[config.mk]
export PLATFORM = sky130hd
export DESIGN_NAME = ofr_refresh
export DESIGN_NICKNAME = d
export VERILOG_FILES = /design/src/rtl/ofr_pkg.sv /design/src/rtl/ofr_refresh.sv
export VERILOG_INCLUDE_DIRS = /design/src /design/src/rtl
export SDC_FILE = /design/constraint.sdc
export NUM_CORES = 1
export LEC_CHECK = 0
export BUFFER_PORTS_ARGS = -buffer_cell sky130_fd_sc_hd__clkbuf_2
export CAP_MARGIN = 20
export CORE_UTILIZATION = 48
export DETAILED_ROUTE_END_ITERATION = 16
export PLACE_DENSITY_LB_ADDON = 0.2
export SLEW_MARGIN = 20
export SYNTH_ARGS = -nofsm -noshare
export SYNTH_HDL_FRONTEND = slang
export SYNTH_SLANG_ARGS = --single-unit
[constraint.sdc]
create_clock -name i_clk -period 3.25 [get_ports i_clk]
set_input_delay 0 -clock i_clk [delete_from_list [all_inputs] [get_ports i_clk]]
set_output_delay 0 -clock i_clk [all_outputs]
set_load 0.05 [all_outputs]
[src/rtl/oled_framebuffer_i2c_refresh_macros.svh]
`ifndef OLED_FRAMEBUFFER_I2C_REFRESH_MACROS_SVH
`define OLED_FRAMEBUFFER_I2C_REFRESH_MACROS_SVH

// Same-cycle implication, checked outside reset.
`define OFR_ASSERT_NOW(label, clk, rst_n, ante, cons, msg) \
    label: assert property (@(posedge clk) disable iff (!(rst_n)) (ante) |-> (cons)) \
        else $error(msg);

// Next-cycle implication, checked outside reset.
`define OFR_ASSERT_NEXT(label, clk, rst_n, ante, cons, msg) \
    label: assert property (@(posedge clk) disable iff (!(rst_n)) (ante) |=> (cons)) \
        else $error(msg);

`endif

[src/rtl/ofr_pkg.sv]
`timescale 1ns / 1ps
`default_nettype none

package ofr_pkg;

    localparam int COLUMNS     = 128;
    localparam int PAGES       = 8;
    localparam int ROWS        = 8 * PAGES;
    localparam int STORE_BYTES = COLUMNS * PAGES;
    localparam int ADDR_W      = $clog2(STORE_BYTES);
    localparam int BCNT_W      = ($clog2(COLUMNS) < 2) ? 2 : $clog2(COLUMNS);
    localparam int PAGE_W      = (PAGES > 1) ? $clog2(PAGES) : 1;

    localparam logic [1:0] REG_DEV_ADDR   = 2'd0;

    localparam logic [7:0] DEV_ADDR_RESET = 8'h78;
    localparam logic [7:0] CTRL_CMD       = 8'h00;
    localparam logic [7:0] CTRL_DATA      = 8'h40;
    localparam logic [7:0] PAGE_CMD_BASE  = 8'hB0;
    localparam logic [7:0] COL_LOW_CMD    = 8'h00;
    localparam logic [7:0] COL_HIGH_CMD   = 8'h10;

    typedef enum logic [1:0] {
        CMD_SET   = 2'd0,
        CMD_CLEAR = 2'd1,
        CMD_START = 2'd2,
        CMD_TICK  = 2'd3
    } t_cmd;

    typedef struct packed {
        logic adv;
        logic start;
        logic tick;
    } t_step;

    typedef struct packed {
        logic              en;
        logic [ADDR_W-1:0] addr;
    } t_rd_req;

    typedef struct packed {
        logic scl;
        logic sda;
        logic busy;
        logic done;
    } t_res;

endpackage

`default_nettype wire

[src/rtl/ofr_refresh.sv]
`timescale 1ns / 1ps
`default_nettype none

`include "oled_framebuffer_i2c_refresh_macros.svh"

module ofr_refresh import ofr_pkg::*; (
    input  wire logic       i_clk,
    input  wire logic       i_rst_n,
    input  wire t_step      i_step,
    input  wire logic [7:0] i_dev_addr,
    input  wire logic [7:0] i_rd_data,
    output t_rd_req         o_rd_req,
    output t_res            o_res
);

    typedef enum logic [2:0] {
        K_START = 3'd0,
        K_ADDR  = 3'd1,
        K_ACKA  = 3'd2,
        K_CTRL  = 3'd3,
        K_ACKC  = 3'd4,
        K_PAY   = 3'd5,
        K_ACKP  = 3'd6,
        K_STOP  = 3'd7
    } t_kind;

    logic              r_busy,  n_busy;
    logic              r_is_data, n_is_data;
    t_kind             r_kind,  n_kind;
    logic [PAGE_W-1:0] r_page,  n_page;
    logic [BCNT_W-1:0] r_bcnt,  n_bcnt;
    logic [4:0]        r_bit,   n_bit;
    logic [7:0]        r_shift, n_shift;
    logic              r_scl,   n_scl;
    logic              r_sda,   n_sda;
    logic              r_pend,  n_pend;

    logic       shift_eff;
    logic [7:0] shift_cur;
    logic       ent;
    t_kind      ent_kind;
    logic       done;

    // A data byte read from the store lands in the cycle after the read; until it
    // is taken into the shift register it is used straight from the memory.
    assign shift_cur = r_pend ? i_rd_data : r_shift;
    assign shift_eff = shift_cur[7];

    always_comb begin
        n_busy    = r_busy;
        n_is_data = r_is_data;
        n_kind    = r_kind;
        n_page    = r_page;
        n_bcnt    = r_bcnt;
        n_bit     = r_bit;
        n_shift   = shift_cur;
        n_scl     = r_scl;
        n_sda     = r_sda;
        n_pend    = 1'b0;
        ent       = 1'b0;
        ent_kind  = K_START;
        done      = 1'b0;
        o_rd_req  = '0;

        if (i_step.adv && i_step.start && !r_busy) begin
            n_busy    = 1'b1;
            n_is_data = 1'b0;
            n_page    = '0;
            n_bcnt    = '0;
            ent       = 1'b1;
            ent_kind  = K_START;
        end else if (i_step.adv && i_step.tick && r_busy) begin
            unique case (r_kind)
                K_START: begin
                    case (r_bit)
                        5'd0:    n_sda = 1'b1;
                        5'd1:    n_scl = 1'b1;
                        5'd2:    n_sda = 1'b0;
                        default: n_scl = 1'b0;
                    endcase
                    if (r_bit >= 5'd3) begin
                        ent      = 1'b1;
                        ent_kind = K_ADDR;
                    end else begin
                        n_bit = r_bit + 5'd1;
                    end
                end
                K_ADDR, K_CTRL, K_PAY: begin
                    case (r_bit[1:0])
                        2'd0:    n_scl = 1'b0;
                        2'd1:    n_sda = shift_eff;
                        2'd2:    n_scl = 1'b1;
                        default: begin
                            n_scl   = 1'b0;
                            n_shift = {shift_cur[6:0], 1'b0};
                        end
                    endcase
                    if (r_bit == 5'd31) begin
                        ent      = 1'b1;
                        ent_kind = t_kind'(r_kind + 3'd1);
                    end else begin
                        n_bit = r_bit + 5'd1;
                    end
                end
                K_ACKA, K_ACKC, K_ACKP: begin
                    if (r_bit == 5'd0) begin
                        n_scl = 1'b1;
                        n_bit = 5'd1;
                    end else begin
                        n_scl = 1'b0;
                        ent   = 1'b1;
                        if (r_kind == K_ACKA) begin
                            ent_kind = K_CTRL;
                        end else if (r_kind == K_ACKC) begin
                            ent_kind = K_PAY;
                        end else if (r_is_data && r_bcnt != BCNT_W'(COLUMNS - 1)) begin
                            n_bcnt   = r_bcnt + BCNT_W'(1);
                            ent_kind = K_PAY;
                        end else begin
                            ent_kind = K_STOP;
                        end
                    end
                end
                K_STOP: begin
                    if (r_bit == 5'd0) begin
                        n_scl = 1'b1;
                        n_bit = 5'd1;
                    end else if (r_bit == 5'd1) begin
                        n_sda = 1'b0;
                        n_bit = 5'd2;
                    end else begin
                        n_sda = 1'b1;
                        if (!r_is_data) begin
                            ent      = 1'b1;
                            ent_kind = K_START;
                            if (r_bcnt < BCNT_W'(2)) begin
                                n_bcnt = r_bcnt + BCNT_W'(1);
                            end else begin
                                n_bcnt    = '0;
                                n_is_data = 1'b1;
                            end
                        end else if (r_page >= PAGE_W'(PAGES - 1)) begin
                            n_busy    = 1'b0;
                            n_is_data = 1'b0;
                            n_kind    = K_START;
                            n_bit     = '0;
                            n_bcnt    = '0;
                            n_page    = '0;
                            done      = 1'b1;
                        end else begin
                            ent       = 1'b1;
                            ent_kind  = K_START;
                            n_page    = r_page + PAGE_W'(1);
                            n_bcnt    = '0;
                            n_is_data = 1'b0;
                        end
                    end
                end
                default: ;
            endcase
        end

        if (ent) begin
            n_kind = ent_kind;
            n_bit  = '0;
            case (ent_kind)
                K_ADDR: n_shift = i_dev_addr;
                K_CTRL: n_shift = n_is_data ? CTRL_DATA : CTRL_CMD;
                K_PAY: begin
                    if (n_is_data) begin
                        o_rd_req.en   = 1'b1;
                        o_rd_req.addr = ADDR_W'(int'(n_page) * COLUMNS + int'(n_bcnt));
                        n_pend        = 1'b1;
                    end else if (n_bcnt == BCNT_W'(0)) begin
                        n_shift = PAGE_CMD_BASE + 8'(n_page);
                    end else if (n_bcnt == BCNT_W'(1)) begin
                        n_shift = COL_LOW_CMD;
                    end else begin
                        n_shift = COL_HIGH_CMD;
                    end
                end
                default: ;
            endcase
        end

        o_res.scl  = n_scl;
        o_res.sda  = n_sda;
        o_res.busy = n_busy;
        o_res.done = done;
    end

    always_ff @(posedge i_clk) begin
        if (!i_rst_n) begin
            r_busy    <= 1'b0;
            r_is_data <= 1'b0;
            r_kind    <= K_START;
            r_page    <= '0;
            r_bcnt    <= '0;
            r_bit     <= '0;
            r_shift   <= '0;
            r_scl     <= 1'b1;
            r_sda     <= 1'b1;
            r_pend    <= 1'b0;
        end else begin
            r_busy    <= n_busy;
            r_is_data <= n_is_data;
            r_kind    <= n_kind;
            r_page    <= n_page;
            r_bcnt    <= n_bcnt;
            r_bit     <= n_bit;
            r_shift   <= n_shift;
            r_scl     <= n_scl;
            r_sda     <= n_sda;
            r_pend    <= n_pend;
        end
    end

    // Every transaction ends with a stop, so an idle bus sits with both lines high.
    `OFR_ASSERT_NOW(a_idle_bus_high, i_clk, i_rst_n, !r_busy, r_scl && r_sda, "idle bus not released")
    `OFR_ASSERT_NOW(a_pend_in_payload, i_clk, i_rst_n, r_pend,
        r_busy && r_is_data && r_kind == K_PAY && r_bit == 5'd0, "store byte load out of place")
    `OFR_ASSERT_NOW(a_done_at_last_stop, i_clk, i_rst_n, done,
        r_is_data && r_kind == K_STOP && r_page == PAGE_W'(PAGES - 1), "refresh ended early")

endmodule

`default_nettype wire

# Word-level counts from Yosys, hierarchy flattened
# Index checks and enable logic that the tools add are counted.
dict set report totals {
  regBits 31
  in_bits 21
  elab_cells 171
}
dict set report classes {
  addsub 6
  magnitude_cmp 3
  n_eq_ne 25
  muxes 103
  bitwise_logic 2
  reduce_logical 22
}
# operator n
set op_table {}
lappend op_table {{7-bit two-way mux} 11}
lappend op_table {{8-bit two-way mux} 8}
lappend op_table {{3-bit two-way mux} 20}
lappend op_table {{1-bit two-way mux} 41}
lappend op_table {{5-bit two-way mux} 8}
lappend op_table {{11-bit two-way mux} 3}
lappend op_table {{8-bit case mux with 3 select lines} 1}
lappend op_table {{5-bit case mux with 4 select lines} 1}
lappend op_table {{3-bit equality test (second input constant)} 5}
lappend op_table {{7-bit case mux with 2 select lines} 1}
lappend op_table {{7-bit AND reduction} 2}
lappend op_table {{2-bit != test (second input constant)} 6}
lappend op_table {{3-bit case mux with 4 select lines} 1}
lappend op_table {{10-bit by 7-bit adder with 10-bit output} 1}
lappend op_table {{3-bit by 2-bit equality test with 1-bit output (second input constant)} 3}
lappend op_table {{3-bit OR reduction} 3}
lappend op_table {{8-bit by 3-bit adder with 8-bit output (first input constant)} 1}
lappend op_table {{4-bit != test (second input constant)} 2}
lappend op_table {{1-bit case mux with 4 select lines} 2}
lappend op_table {{2-bit nonzero test} 4}
lappend op_table {{7-bit by 1-bit adder with 7-bit output (second input constant)} 1}
lappend op_table {{7-bit by 1-bit equality test with 1-bit output (second input constant)} 1}
lappend op_table {{7-bit logical NOT} 1}
lappend op_table {{7-bit by 2-bit less-than comparator with 1-bit output (second input constant)} 1}
lappend op_table {{22 further kinds} 33}

# Depth between registers and ports, before layout
dict set report logic_depth {
  word_depth 15
  ltp_mapped 10
}

# Least setup slack after synthesis
# No wires, ideal clock.
dict set report synth_path {
  kind {reg-to-output}
  start {register r_kind[0]}
  end {output o_rd_req[8] (netlist name)}
  arrival_ns 3.383
  t_required_ns 3.250
  setup_slack_ns -0.133
  stages_incl_launch_ff 11
  cell_sequence {dfxtp_1 -> inv_1 -> ha_1 -> buf_2 -> and2b_1 -> or3_4 -> a211oi_4 -> nand4_1 -> or2_2 -> buf_4 -> nor3_1}
}
# item line
set synth_lines {}
lappend synth_lines {{start, declared} ofr_refresh.sv:29} ;# t_kind r_kind, n_kind;
lappend synth_lines {{start signal, assigned} ofr_refresh.sv:207} ;# r_kind <= n_kind;
lappend synth_lines {{end, declared} ofr_refresh.sv:12} ;# output t_rd_req o_rd_req,

==> flow_summary_export.csv <==
group,metric,value,unit
synth,synthAdderAreaFrac,6.391,%
clocking,cts.sinks,31,
placement,place_congestion,0.9484,
sta,tns,0,ns
synth,yosys.area_share.simple,29.79,%
synth,synth_top_area_share,24.39,%
sta,setup_viol,0,
detailed_routing,drc_errors,0,
sta,holdWs,-0.006045,ns
run_status,violations,"negative hold slack",
floorplanning,start_util,49.83,%
synth,mappedNetlistArea,0.002545,mm²
worst_setup_path,r2r_start,"r_kind[0]",
worst_setup_path,critPathCaptureType,"output pin",
hold_path,min_path_cells,3,
clocking,cts.htree.levels,2,
clocking,clk_pin_slew,0.07,ns
synth,syn_nets,348,
detailed_routing,wl_met2,3.380,mm
power,peakVddDrop,0.2517,mV
run_status,outcome,"finished, violations left",
synth,ys_seq_area_share,24.39,%
placement,dpl_cell_area,0.002790,mm²
grt,overflow,0,
synth,synth_edf_count,0,
worst_setup_path,r2r_setup_slack,0.35,ns
sta,hold_viol,1,
sta,skew,0.01014,ns
detailed_routing,dr.pass1.iters,5,
synth,synth_compound_area_share,25.61,%
synth,synth_top_cells_by_area,"dfxtp_1, ha_1, mux4_2",
grt,grt_pass1_wl,11.76,mm
detailed_routing,final_antenna_net_count,0,
power,powerDensity,290.9,mW/mm²
worst_setup_path,arrival,2.98,ns
synth,synthCells,314,
sta,tightestPinTransition,0.7202,ns
grt,globalRouteTotalUtil,27.96,%
grt,grt_max_degree,22,
power,p_total,865.5,µW
detailed_routing,drt-initial-drc-count,235,
synth,synth-main-ff-cell,"dfxtp_1",
sta,slew_violations,0,
synth,yosysWarningCount,0,
clocking,ctsRootBufferMaster,"clkbuf_8",
clocking,cts_buffers,5,
grt,first_global_vias,2481,
synth,synth_area_per_cell,8.105,µm²
synth,yosysUniqueCellTypes,63,
worst_setup_path,crit_required,3.25,ns
synth,yosys_register_bits,31,
cells_and_area,final_cell_area,0.002975,mm²
worst_setup_path,crit_fanout,12,
cells_and_area,diodes,0,
clocking,clk_path_buf_depth,2,
synth,synth_xor_area_share,0.3441,%
synth,yosysTopAreaCell,"dfxtp_1",
sta,min_period_over_period,91.73,%
floorplanning,die_w,74.82,µm
hold_path,hp-class,"primary input to flip-flop",
detailed_routing,routed.top_layer,"met4",
hold_path,holdPathEnd,"r_shift[3]",
clocking,cts_tree,"yes",
run,drv_cap,0,
cells_and_area,drive_gt1_share,21.91,%
synth,synth_top_family_by_area,"simple AND/OR/NAND/NOR gates",
floorplanning,core,0.005107,mm²
hold_path,min-delay-start,"i_dev_addr[3]",
cells_and_area,layout.nets,389,
detailed_routing,routedLengthMet1,3.319,mm
sta,finalCriticalPeriod,2.981,ns
synth,synthMuxAreaShare,8.604,%
floorplanning,die_h,74.82,µm
power,cellLeakagePower,1.189,nW
sta,rsz0062_at_grt,"no",
placement,portBuffers,35,
clocking,clk_latency,0.29,ns
placement,post-dp-hpwl,5.349,mm
cells_and_area,areaGrowthSynthToFinish,16.91,%
synth,synth-async-reset-ratio,0,%
detailed_routing,viasPerCell,6.312,
floorplanning,io_pins,36,
sta,fmax,335.5,MHz
detailed_routing,route.met3.wl,515,µm
worst_setup_path,reg2regPathDepth,9,
detailed_routing,routedWlPerCell,17.20,µm
detailed_routing,wl,7.326,mm
detailed_routing,num_vias,2689,
worst_setup_path,crit_type,"flip-flop to output pin",
worst_setup_path,r2r-end,"r_shift[4]",
worst_setup_path,cp-start-kind,"flip-flop",
floorplanning,num_rows,26,
sta,slew_headroom,51.93,%
floorplanning,die-area,0.005597,mm²
grt,antenna_found_initial,0,
[sequential cells by signal (all words and copies together), names as in the netlist]
signal and cells:
r_sda 1, r_page 3, r_shift 8, r_bit 5, r_bcnt 7, r_kind 3, r_busy 1, r_scl 1
r_is_data 1, r_pend 1
[worst max path at each step]
stage,slack (ns),endpoint,cells after the start,from
after floorplan,0.18,o_rd_req[3],10,r_kind[0]
after global placement,0.48,r_shift[0],9,r_bit[0]
after detailed placement,0.40,r_shift[0],9,r_bit[0]
after CTS,0.10,o_rd_req[4],9,r_bit[0]
after global routing,0.08,o_rd_req[8],9,r_bit[0]
final,0.27,o_rd_req[4],9,r_bit[0]
[cell families (layout without fill, tap and decap cells)]
group	after synthesis	in the layout
buf+inv	25	67
simple gates	142	142
flops	31	31
compound gates	89	89
fa+ha+maj	13	13
xor+xnor	1	1
mux	13	13
[placed cells by master, fill, tap and decap left out, types with 7 or more instances in the layout]
cell type and n:
nor3_1 11, dfxtp_1 31, nor2_1 34, a21oi_1 20
nand2_1 27, inv_1 9, a21o_1 7, o21ai_0 14
nand3_1 15, nand4_1 9, clkbuf_2 34, ha_1 12
mux4_2 7, buf_4 9
[stage by stage]
step	setup WS (ns)	std cells	util, %	hold slack, ns
2_1_floorplan	0.1811	314	-	0.07304
3_3_place_gp	0.4799	412	54.63	0.2410
3_5_place_dp	0.4025	412	54.63	0.2368
4_1_cts	0.1021	426	58.11	0.001534
5_1_grt	0.08319	426	58.26	0.02195
6_report	0.2689	426	58.26	-0.006045
[Yosys cell counts, drive strengths merged, types with 4 or more instances]
cell      n
nor2     34
dfxtp    31
nand2    27
a21oi    21
o21ai    18
nand3    16
ha       13
nor3     12
buf       9
inv       9
nand4     9
and2      8
a21o      7
clkbuf    7
mux4      7
a22oi     6
and3      6
a211oi    5
a31oi     5
mux2i     5
a2111oi   4
nand2b    4
or2       4
or3       4
[worst max-delay path: stages, from the launching register on]
cell      delay, ns
dfxtp_1        0.38
inv_1          0.14
ha_2           0.27
or4b_4         0.52
and2_4         0.17
a221oi_1       0.21
nand4_1        0.21
or2_4          0.34
a21oi_1        0.15
clkbuf_2       0.30
[per-layer routing]
layer  GRT usage [%]  up-vias
met2           44.64      129
li1                -     1269
met3           4.819       10
met1           38.26     1281
met4           9.434        0
met5               0        -
[power breakdown]
group	internal, mW	switching [mW]
Clock	0.248	0.159
Sequential	0.382	0.00287
Combinational	0.0294	0.0449
[area by class of cell]
type                            count  area, µm²
Multi-Input combinational cell    258       1810
Clock buffer                        6      82.58
Inverter                            9      33.78
Sequential cell                    31      620.6
Clock inverter                      2      35.03
Timing Repair Buffer               50      305.3
Tap cell                           70      87.58
Fill cell                         481       2132
[what timing repair did]
item	CTS	global route
buffers inserted	0	0
resized for setup	0	4
hold endpoints to repair	6	0
hold buffers	6	0
setup endpoints to repair	0	10
No activity file was read; power rests on OpenSTA's default activity.
